$ cat src/rtl/core/drqr_pkg.sv
// shared types, constants and helpers for the dns a-record responder
// no dependencies; imported by the front, queue, back and top-level modules and the testbench

package drqr_pkg;

  // name parsing limits
  localparam int unsigned MaxLabels = 31;
  localparam int unsigned LabelCntW = $clog2(MaxLabels + 1);

  // command queue between front and back
  localparam int unsigned QueueDepth = 4;
  localparam int unsigned QPtrW      = $clog2(QueueDepth);

  // configuration register indexes
  localparam logic CfgUseFixedIp = 1'b0;
  localparam logic CfgAnswerIp   = 1'b1;

  // header rewrite bytes
  localparam logic [7:0] FlagsHi   = 8'h81;
  localparam logic [7:0] FlagsLo   = 8'h80;
  localparam logic [7:0] CountOne  = 8'h01;
  localparam logic [7:0] ZeroByte  = 8'h00;

  // answer record layout: question byte, 12 fixed bytes, 4 address bytes
  localparam int unsigned AnsFixedLen = 12;
  localparam logic [4:0]  AnsLastPos  = 5'd16;
  localparam logic [7:0]  AnsFixed [AnsFixedLen] = '{
    8'hc0, 8'h0c, 8'h00, 8'h01, 8'h00, 8'h01,
    8'h00, 8'h00, 8'h00, 8'h05, 8'h00, 8'h04
  };

  // command codes carried through the queue
  typedef enum logic [1:0] {
    OpByte   = 2'd0,
    OpAbort  = 2'd1,
    OpAnswer = 2'd2
  } cmd_op_e;

  typedef struct packed {
    cmd_op_e     op;
    logic [7:0]  data;
    logic [31:0] ip;
  } cmd_t;

  typedef struct packed {
    logic full;
    logic empty;
  } q_status_t;

  // byte of the answer burst at a given position
  function automatic logic [7:0] answer_byte(input logic [4:0] pos,
                                             input logic [7:0] first,
                                             input logic [31:0] ip);
    logic [7:0] res;
    logic [4:0] idx;
    idx = pos - 5'd1;
    res = ZeroByte;
    if (pos == 5'd0) begin
      res = first;
    end else if (pos <= 5'd12) begin
      res = AnsFixed[idx[3:0]];
    end else begin
      unique case (pos)
        5'd13:   res = ip[31:24];
        5'd14:   res = ip[23:16];
        5'd15:   res = ip[15:8];
        5'd16:   res = ip[7:0];
        default: res = ZeroByte;
      endcase
    end
    return res;
  endfunction

endpackage

$ cat src/rtl/core/drqr_front.sv
// front end: parses each query byte up to the answer into a command
// depends on drqr_pkg

module drqr_front (
  input  logic                 clk_i,
  input  logic                 rst_ni,
  input  logic                 accept_i,
  input  logic [7:0]           in_byte_i,
  input  logic                 in_last_i,
  input  logic [31:0]          src_ip_i,
  input  logic                 use_fixed_ip_i,
  input  logic [31:0]          answer_ip_i,
  output logic                 push_o,
  output drqr_pkg::cmd_t       cmd_o
);
  import drqr_pkg::*;

  typedef enum logic [5:0] {
    PhHeader = 6'b000001,
    PhLen    = 6'b000010,
    PhLabel  = 6'b000100,
    PhTerm   = 6'b001000,
    PhTail   = 6'b010000,
    PhDrop   = 6'b100000
  } phase_e;

  phase_e               phase_q, phase_d;
  logic [3:0]           header_pos_q, header_pos_d;
  logic [6:0]           label_left_q, label_left_d;
  logic [LabelCntW-1:0] label_count_q, label_count_d;
  logic [1:0]           tail_pos_q, tail_pos_d;

  logic [7:0]           hdr_byte;
  logic [LabelCntW-1:0] label_count_inc;

  assign label_count_inc = label_count_q + LabelCntW'(1);

  // header rewrite
  always_comb begin
    unique case (header_pos_q)
      4'd2:                      hdr_byte = FlagsHi;
      4'd3:                      hdr_byte = FlagsLo;
      4'd6:                      hdr_byte = ZeroByte;
      4'd7:                      hdr_byte = CountOne;
      4'd8, 4'd9, 4'd10, 4'd11:  hdr_byte = ZeroByte;
      default:                   hdr_byte = in_byte_i;
    endcase
  end

  // parser next state and command
  always_comb begin
    phase_d       = phase_q;
    header_pos_d  = header_pos_q;
    label_left_d  = label_left_q;
    label_count_d = label_count_q;
    tail_pos_d    = tail_pos_q;
    push_o        = 1'b0;
    cmd_o.op      = OpByte;
    cmd_o.data    = in_byte_i;
    cmd_o.ip      = use_fixed_ip_i ? answer_ip_i : src_ip_i;

    if (accept_i) begin
      push_o = 1'b1;
      unique case (phase_q)
        PhHeader: begin
          cmd_o.data   = hdr_byte;
          header_pos_d = header_pos_q + 4'd1;
          if (header_pos_q == 4'd11) begin
            header_pos_d = 4'd0;
            phase_d      = PhLen;
          end
        end
        PhLen: begin
          if (in_byte_i == ZeroByte) begin
            phase_d    = PhTail;
            tail_pos_d = 2'd0;
          end else begin
            label_count_d = label_count_inc;
            label_left_d  = in_byte_i[6:0];
            if (in_byte_i[6:0] != 7'd0) begin
              phase_d = PhLabel;
            end else if (32'(label_count_inc) >= MaxLabels) begin
              phase_d = PhTerm;
            end else begin
              phase_d = PhLen;
            end
          end
        end
        PhLabel: begin
          label_left_d = label_left_q - 7'd1;
          if (label_left_q == 7'd1) begin
            phase_d = (32'(label_count_q) >= MaxLabels) ? PhTerm : PhLen;
          end
        end
        PhTerm: begin
          phase_d    = PhTail;
          tail_pos_d = 2'd0;
        end
        PhTail: begin
          if (tail_pos_q != 2'd3) begin
            tail_pos_d = tail_pos_q + 2'd1;
          end else begin
            cmd_o.op = OpAnswer;
            phase_d  = in_last_i ? PhHeader : PhDrop;
            if (in_last_i) begin
              tail_pos_d = 2'd0;
            end
          end
        end
        PhDrop: begin
          push_o = 1'b0;
          if (in_last_i) begin
            phase_d = PhHeader;
          end
        end
        default: begin
          push_o  = 1'b0;
          phase_d = PhHeader;
        end
      endcase

      // early end of the query turns the byte into an abort
      if (in_last_i && !(phase_q == PhDrop) &&
          !(phase_q == PhTail && tail_pos_q == 2'd3)) begin
        cmd_o.op      = OpAbort;
        cmd_o.data    = ZeroByte;
        phase_d       = PhHeader;
        header_pos_d  = 4'd0;
        label_left_d  = 7'd0;
        label_count_d = '0;
        tail_pos_d    = 2'd0;
      end
      if (phase_d == PhHeader) begin
        header_pos_d  = (phase_q == PhHeader && !in_last_i) ? header_pos_d : 4'd0;
        label_left_d  = (phase_q == PhHeader) ? label_left_d : 7'd0;
        label_count_d = (phase_q == PhHeader) ? label_count_d : '0;
        tail_pos_d    = 2'd0;
      end
    end
  end

  // parser state
  always_ff @(posedge clk_i or negedge rst_ni) begin
    if (!rst_ni) begin
      phase_q       <= PhHeader;
      header_pos_q  <= 4'd0;
      label_left_q  <= 7'd0;
      label_count_q <= '0;
      tail_pos_q    <= 2'd0;
    end else begin
      phase_q       <= phase_d;
      header_pos_q  <= header_pos_d;
      label_left_q  <= label_left_d;
      label_count_q <= label_count_d;
      tail_pos_q    <= tail_pos_d;
    end
  end

endmodule

$ cat src/rtl/core/drqr_queue.sv
// command queue between the parser and the response generator
// depends on drqr_pkg

module drqr_queue (
  input  logic                 clk_i,
  input  logic                 rst_ni,
  input  logic                 push_i,
  input  drqr_pkg::cmd_t       push_cmd_i,
  input  logic                 pop_i,
  output drqr_pkg::cmd_t       head_o,
  output drqr_pkg::q_status_t  status_o
);
  import drqr_pkg::*;

  cmd_t             mem_q [QueueDepth];
  logic [QPtrW-1:0] wr_ptr_q, wr_ptr_d;
  logic [QPtrW-1:0] rd_ptr_q, rd_ptr_d;
  logic [QPtrW:0]   count_q, count_d;

  assign status_o.full  = (count_q == (QPtrW + 1)'(QueueDepth));
  assign status_o.empty = (count_q == '0);
  assign head_o         = mem_q[rd_ptr_q];

  // pointer and fill count
  always_comb begin
    wr_ptr_d = push_i ? wr_ptr_q + QPtrW'(1) : wr_ptr_q;
    rd_ptr_d = pop_i  ? rd_ptr_q + QPtrW'(1) : rd_ptr_q;
    count_d  = count_q;
    if (push_i && !pop_i) begin
      count_d = count_q + (QPtrW + 1)'(1);
    end else if (pop_i && !push_i) begin
      count_d = count_q - (QPtrW + 1)'(1);
    end
  end

  always_ff @(posedge clk_i or negedge rst_ni) begin
    if (!rst_ni) begin
      wr_ptr_q <= '0;
      rd_ptr_q <= '0;
      count_q  <= '0;
    end else begin
      wr_ptr_q <= wr_ptr_d;
      rd_ptr_q <= rd_ptr_d;
      count_q  <= count_d;
    end
  end

  // storage
  always_ff @(posedge clk_i) begin
    if (push_i) begin
      mem_q[wr_ptr_q] <= push_cmd_i;
    end
  end

endmodule

$ cat src/rtl/core/drqr_back.sv
// back end: expands queued commands into response items on the output register
// depends on drqr_pkg

module drqr_back (
  input  logic                 clk_i,
  input  logic                 rst_ni,
  input  drqr_pkg::cmd_t       head_i,
  input  drqr_pkg::q_status_t  status_i,
  output logic                 pop_o,
  output logic                 out_valid_o,
  input  logic                 out_ready_i,
  output logic [7:0]           out_byte_o,
  output logic                 out_kind_o,
  output logic                 out_last_o
);
  import drqr_pkg::*;

  logic       out_valid_q, out_valid_d;
  logic [7:0] out_byte_q, out_byte_d;
  logic       out_kind_q, out_kind_d;
  logic       out_last_q, out_last_d;
  logic [4:0] ans_pos_q, ans_pos_d;
  logic       load;

  assign load = !out_valid_q || out_ready_i;

  // command expansion
  always_comb begin
    out_valid_d = out_valid_q;
    out_byte_d  = out_byte_q;
    out_kind_d  = out_kind_q;
    out_last_d  = out_last_q;
    ans_pos_d   = ans_pos_q;
    pop_o       = 1'b0;
    if (load) begin
      out_valid_d = !status_i.empty;
      if (!status_i.empty) begin
        unique case (head_i.op)
          OpAbort: begin
            out_byte_d = ZeroByte;
            out_kind_d = 1'b1;
            out_last_d = 1'b1;
            pop_o      = 1'b1;
          end
          OpAnswer: begin
            out_byte_d = answer_byte(ans_pos_q, head_i.data, head_i.ip);
            out_kind_d = 1'b0;
            out_last_d = (ans_pos_q == AnsLastPos);
            if (ans_pos_q == AnsLastPos) begin
              pop_o     = 1'b1;
              ans_pos_d = 5'd0;
            end else begin
              ans_pos_d = ans_pos_q + 5'd1;
            end
          end
          default: begin
            out_byte_d = head_i.data;
            out_kind_d = 1'b0;
            out_last_d = 1'b0;
            pop_o      = 1'b1;
          end
        endcase
      end
    end
  end

  always_ff @(posedge clk_i or negedge rst_ni) begin
    if (!rst_ni) begin
      out_valid_q <= 1'b0;
      ans_pos_q   <= 5'd0;
    end else begin
      out_valid_q <= out_valid_d;
      ans_pos_q   <= ans_pos_d;
    end
  end

  // output payload
  always_ff @(posedge clk_i) begin
    out_byte_q <= out_byte_d;
    out_kind_q <= out_kind_d;
    out_last_q <= out_last_d;
  end

  assign out_valid_o = out_valid_q;
  assign out_byte_o  = out_byte_q;
  assign out_kind_o  = out_kind_q;
  assign out_last_o  = out_last_q;

endmodule

$ cat src/rtl/core/dns_query_a_record_responder.sv
// dns a-record responder: one query byte in, one response item out per cycle unless stalled
// an accepted byte's command is written into the queue, then expanded into the output register
// throughput: one item per cycle each way unless stalled; the answer command stays queued
//   for its 17 items, so at most three commands queue behind it before the input stalls
// reset: asynchronous active low; clears parser state, queue, output valid and registers
// depends on drqr_pkg, drqr_front, drqr_queue, drqr_back

module dns_query_a_record_responder (
  input  logic        clk_i,
  input  logic        rst_ni,
  input  logic        cfg_we_i,
  input  logic        cfg_idx_i,
  input  logic [31:0] cfg_wdata_i,
  input  logic        in_valid_i,
  output logic        in_ready_o,
  input  logic [7:0]  in_byte_i,
  input  logic        in_last_i,
  input  logic [31:0] src_ip_i,
  output logic        out_valid_o,
  input  logic        out_ready_i,
  output logic [7:0]  out_byte_o,
  output logic        out_kind_o,
  output logic        out_last_o
);
  import drqr_pkg::*;

  logic        use_fixed_ip_q;
  logic [31:0] answer_ip_q;
  logic        accept;
  logic        push;
  logic        pop;
  cmd_t        push_cmd;
  cmd_t        head;
  q_status_t   q_status;

  // configuration registers
  always_ff @(posedge clk_i or negedge rst_ni) begin
    if (!rst_ni) begin
      use_fixed_ip_q <= 1'b0;
      answer_ip_q    <= 32'd0;
    end else if (cfg_we_i) begin
      unique case (cfg_idx_i)
        CfgUseFixedIp: use_fixed_ip_q <= cfg_wdata_i[0];
        CfgAnswerIp:   answer_ip_q    <= cfg_wdata_i;
        default:       ;
      endcase
    end
  end

  assign in_ready_o = !q_status.full;
  assign accept     = in_valid_i && in_ready_o;

  drqr_front u_front (
    .clk_i          (clk_i),
    .rst_ni         (rst_ni),
    .accept_i       (accept),
    .in_byte_i      (in_byte_i),
    .in_last_i      (in_last_i),
    .src_ip_i       (src_ip_i),
    .use_fixed_ip_i (use_fixed_ip_q),
    .answer_ip_i    (answer_ip_q),
    .push_o         (push),
    .cmd_o          (push_cmd)
  );

  drqr_queue u_queue (
    .clk_i      (clk_i),
    .rst_ni     (rst_ni),
    .push_i     (push),
    .push_cmd_i (push_cmd),
    .pop_i      (pop),
    .head_o     (head),
    .status_o   (q_status)
  );

  drqr_back u_back (
    .clk_i       (clk_i),
    .rst_ni      (rst_ni),
    .head_i      (head),
    .status_i    (q_status),
    .pop_o       (pop),
    .out_valid_o (out_valid_o),
    .out_ready_i (out_ready_i),
    .out_byte_o  (out_byte_o),
    .out_kind_o  (out_kind_o),
    .out_last_o  (out_last_o)
  );

endmodule

$ cat config.mk
export PLATFORM = sky130hd
export DESIGN_NAME = dns_query_a_record_responder
export DESIGN_NICKNAME = d
export VERILOG_FILES = /design/src/rtl/core/drqr_pkg.sv /design/src/rtl/core/drqr_front.sv /design/src/rtl/core/drqr_queue.sv /design/src/rtl/core/drqr_back.sv /design/src/rtl/core/dns_query_a_record_responder.sv
export SDC_FILE = /design/constraint.sdc
export NUM_CORES = 1
export LEC_CHECK = 0
export ABC_AREA = 1
export BUFFER_PORTS_ARGS = -buffer_cell sky130_fd_sc_hd__buf_4
export CAP_MARGIN = 40
export CORE_ASPECT_RATIO = 1.2
export CORE_UTILIZATION = 40
export DETAILED_ROUTE_END_ITERATION = 8
export PLACE_DENSITY = 0.61
export SYNTH_ARGS = -nofsm -noshare
export SYNTH_HDL_FRONTEND = slang
export SYNTH_SLANG_ARGS = --single-unit
$ cat constraint.sdc
create_clock -name clk_i -period 5.67 [get_ports clk_i]
set_input_delay 0.2835 -clock clk_i [delete_from_list [all_inputs] [get_ports clk_i]]
set_output_delay 0.2835 -clock clk_i [all_outputs]
set_load 0.05 [all_outputs]
==> summary.md <==
| Metric | Value |
|---|---|
| Run status | `complete, no violations` |
| Static Leak | `approximately 5.6 nW` |
| Pwr Density | `about 460 nW/um^2` |
| Final Cycle Share | `a little under three fifths` |
| End-of-flow core utilization | `between 40% and 50%` |
| DPL Wire Length | `17.2 mm` |
| N_diodes | `0` |
| Worst Skew | `around 19 ps` |
| Max Cap Viol | `0` |
| Cell Area, Synth | `around 12000 um^2` |
| Vias per cell | `slightly above 5` |
| Crit. Startpoint | `u_queue.rd_ptr_q[1]` |
| Clock-pin slew on the worst setup and hold paths | `roughly 60 ps` |
| Post-Route WL | `roughly 26 mm` |
| Power share of the clock group | `~27%` |
| Top Ports | `91` |
| # rows | `67` |
| Worst setup SP type | `flip-flop` |
| Seq cells post-synth | `248` |
| Worst r2r dst | `u_queue.count_q[1]` |
| Worst relative slew slack | `between 40% and 50%` |
| Synth Area in Simple Gates | `around 15%` |
| Switching pwr | `between 2 and 2.5 mW` |
| VDD IR-drop max | `between 300 and 400 uV` |
| Port Buf Inserts | `90` |
| Overall routing resource usage | `a little under a fifth` |
| Worst skew pair latency | `approximately 550 ps` |
| Initial drt markers | `537` |
| Syn nets | `between 1000 and 1500` |
| Compound-Gate Fraction of Synth Area | `around 8.8%` |
| Power Total | `about 6.4 mW` |
| Critical Path Slowest Stage Cell | `inv_2` |
| Synth Area in Adders | `roughly 2.8%` |
| Vias in the first global route | `just over 8000` |
| Crit path arrival time | `3650 ps` |
| GRT met2 Usage | `approximately a third` |
| Setup Fix Bufs, Post-CTS | `0` |
| R2R depth | `12` |
| Met1 usage | `about a quarter` |
| RePlAce Congestion | `about 0.85` |
| R2R Setup Slk | `2440 ps` |
| Seq pwr share | `38.9%` |
| Nature of the critical path endpoint | `flip-flop` |
| Final min period | `approximately 3200 ps` |
| CP max FO | `44` |
| Share of layout cells above drive strength 1 | `21.3%` |
| Worst-margin pin slew | `~870 ps` |
| Post-cts resize count | `0` |
| FILL cells | `about 2500` |
| Fin. Hold Viols | `0` |
| Setup TNS | `0 ps` |
| Busiest grt layer | `met2` |
| Req. time, crit path | `6090 ps` |
| Hold Crit Start | `cfg_wdata_i[0]` |
| Area grow syn2layout | `20.1%` |
| Synth Instances | `about 1100` |
| R2R Path Start | `u_queue.rd_ptr_q[1]` |
| Synthesized area per cell | `around 11 um^2` |
| Largest net degree at the start of global routing | `slightly below 90` |
| Root buf cell | `clkbuf_16` |
| Multi-input logic area | `~4000 um^2` |
| XOR/XNOR share of the synthesized area | `less than 1%` |
| RSZ-0062 raised after global routing | `false` |
| CP Cell Sequence | `buf_4 -> inv_2 -> a21oi_1 -> a32oi_1 -> inv_1 -> ha_1 -> nand2_1 -> nand2_1 -> ha_1 -> inv_1 -> fa_1 -> mux2_2` |
| M3 GR Usage | `under 10%` |
| Chip height | `about 190 um` |
| Htree depth | `1` |
| Hold WS | `roughly 29 ps` |
| WL per Instance | `about 16 um` |
| Fin. max-slew vios | `0` |
| Combinational Power Share | `about a third` |
| Initial Util | `41.1%` |
| DRC Markers | `0` |
| Drt first pass iters | `5` |
| First-pass GRT wire length | `~42 mm` |
| Sequential standard cell area | `7100 um^2` |
| Netlist cell types | `46` |
| Hold crit path type | `input pin to flip-flop` |
| CORE AREA | `about 28000 um^2` |
| Antenna violations before repair | `0` |
| Antenna Violating Nets Remaining | `0` |
| CTS tree | `built` |
| CTS Hold Bufs | `35` |
| Top delay family on crit path | `buffers and inverters` |
| Slowest cell delay on critical path | `640 ps` |
| Synth warn | `0` |
| Pint | `~4.0 mW` |
| GR Overflow Total | `0` |
| WP depth | `12` |
| Largest family of logic cells by synthesized area | `simple AND/OR/NAND/NOR gates` |
| Sw frac | `between 30 and 40%` |
| Via count | `around 8200` |
| Die Width | `158 um` |
| Termination of the worst setup path | `u_queue.count_q[1]` |
| Setup CP Type | `flip-flop to flip-flop` |
| Num CTS Buffers | `27` |
| Clock net sink count | `~250` |
| CTS Buffer Depth | `3` |
| Nets | `around 1300` |
| Die area | `roughly 30000 um^2` |
| Fmax | `about 310 MHz` |
| Mux share of post-synthesis cell area | `just over 6%` |
| Post-synthesis sequential area ratio | `61.1%` |
| Worst path bufs/invs | `4` |
| Final setup violation count | `0` |
-- cell families (layout without fill, tap and decap cells) --
| kind of cell | count (synthesis) | in the layout |
|---|---|---|
| muxes | 64 | 64 |
| buffers and inverters | 139 | 286 |
| DFF | 248 | 248 |
| adders and majority gates | 25 | 25 |
| and+or+nand+nor | 408 | 408 |
| xor gates and xnor gates | 10 | 10 |
| AOI/OAI and AO/OA | 186 | 186 |
-- flip-flops by register name, summed over array words and instances, names as in the netlist --
name and flops:
u_queue.mem_q 168, answer_ip_q 32, u_back.out_byte_o 8, u_front.label_left_q 7, u_front.phase_q 6, u_back.ans_pos_q 5, u_front.label_count_q 5, u_front.header_pos_q 4
u_queue.count_q 3, u_front.tail_pos_q 2, u_queue.rd_ptr_q 2, u_queue.wr_ptr_q 2, u_back.out_kind_o 1, u_back.out_last_o 1, u_back.out_valid_o 1, use_fixed_ip_q 1
-- tightest hold or removal path, delay by kind of cell --
family / cells / cell delay, ps
AO/OA/AOI/OAI: 1 / 140
buffers and inverters: 2 / 130
-- routing by layer --
metal / vias up / share of wire (%)
met2: 160 / 50
met5: - / 0
met3: 38 / 3.8
met1: 3989 / 44
met4: 0 / 2.0
li1: 3989 / -
-- Yosys cell counts, drive strengths merged --
| cell type | n | area, um^2 |
|---|---|---|
| mux2 | 64 | 721 |
| dfstp | 1 | 26.3 |
| nand2 | 182 | 708 |
| buf | 24 | 143 |
| o2111ai | 1 | 8.76 |
| a31oi | 3 | 18.8 |
| a21oi | 19 | 106 |
| xnor2 | 2 | 17.5 |
| o21ai | 124 | 636 |
| nand3 | 55 | 325 |
| or2 | 3 | 18.8 |
| o22ai | 33 | 206 |
| a21boi | 1 | 7.51 |
| clkinv | 2 | 8.75 |
| o211ai | 1 | 7.51 |
| clkbuf | 18 | 67.6 |
| inv | 95 | 357 |
| ha | 24 | 300 |
| nand3b | 2 | 27.5 |
| a32o | 1 | 10.0 |
| a22o | 1 | 8.76 |
| edfxtp | 178 | 5350 |
| xor2 | 8 | 70.1 |
| nor2 | 147 | 584 |
| nor3 | 5 | 25.0 |
| fa | 1 | 20.0 |
| nand4 | 14 | 93.8 |
| dfrtp | 69 | 1730 |
| a32oi | 2 | 17.5 |
-- placed cells by master, fill, tap and decap left out, types with 11 or more instances in the layout --
cell and n:
edfxtp_1 178, nand4_1 13, nand3_1 48, o21ai_1 11, nand2_1 176, clkbuf_16 27, dfrtp_1 68, dlygate4sd3_1 35
inv_1 86, o21ai_0 109, nor2_1 134, a21oi_1 18, mux2_2 64, buf_4 102, ha_1 24, o22ai_1 33
-- area by class of cell --
type,instances,area share [%]
repair buffers,139,8.34
well taps,379,3.40
flip-flops and latches,248,50.9
clock inverters,21,1.42
inverters,97,2.62
clock buffers,29,4.90
multi-input cells,693,28.4
-- through the flow --
| step | instance area [um^2] | std cells | setup WS (ps) |
|---|---|---|---|
| finish | 14000 | 1606 | 2440 |
| global route | 14000 | 1606 | 2190 |
| CTS | 14000 | 1606 | 2400 |
| detailed placement | 12700 | 1521 | 2420 |
| global placement | 12700 | 1519 | 2520 |
| floorplan | 11600 | 1080 | 2170 |
-- worst min path at each step --
stage	endpoint	slack (ps)	depth (start not counted)
after global placement	answer_ip_q[9]	250	1
after floorplan	answer_ip_q[0]	-10	0
after detailed placement	answer_ip_q[9]	250	1
after CTS	answer_ip_q[0]	5	3
final	answer_ip_q[0]	30	3
after global routing	answer_ip_q[0]	30	3
-- power groups by stage --
stage	clock network (mW)	logic (mW)	registers, mW
after detailed placement	0	2.17	2.52
after CTS	1.77	2.21	2.49
after global placement	0	2.12	2.52
final	1.72	2.18	2.49
after global routing	1.84	2.45	2.52
after floorplan	0	1.43	2.64
Note: power is estimated with default switching activity, not from simulation.
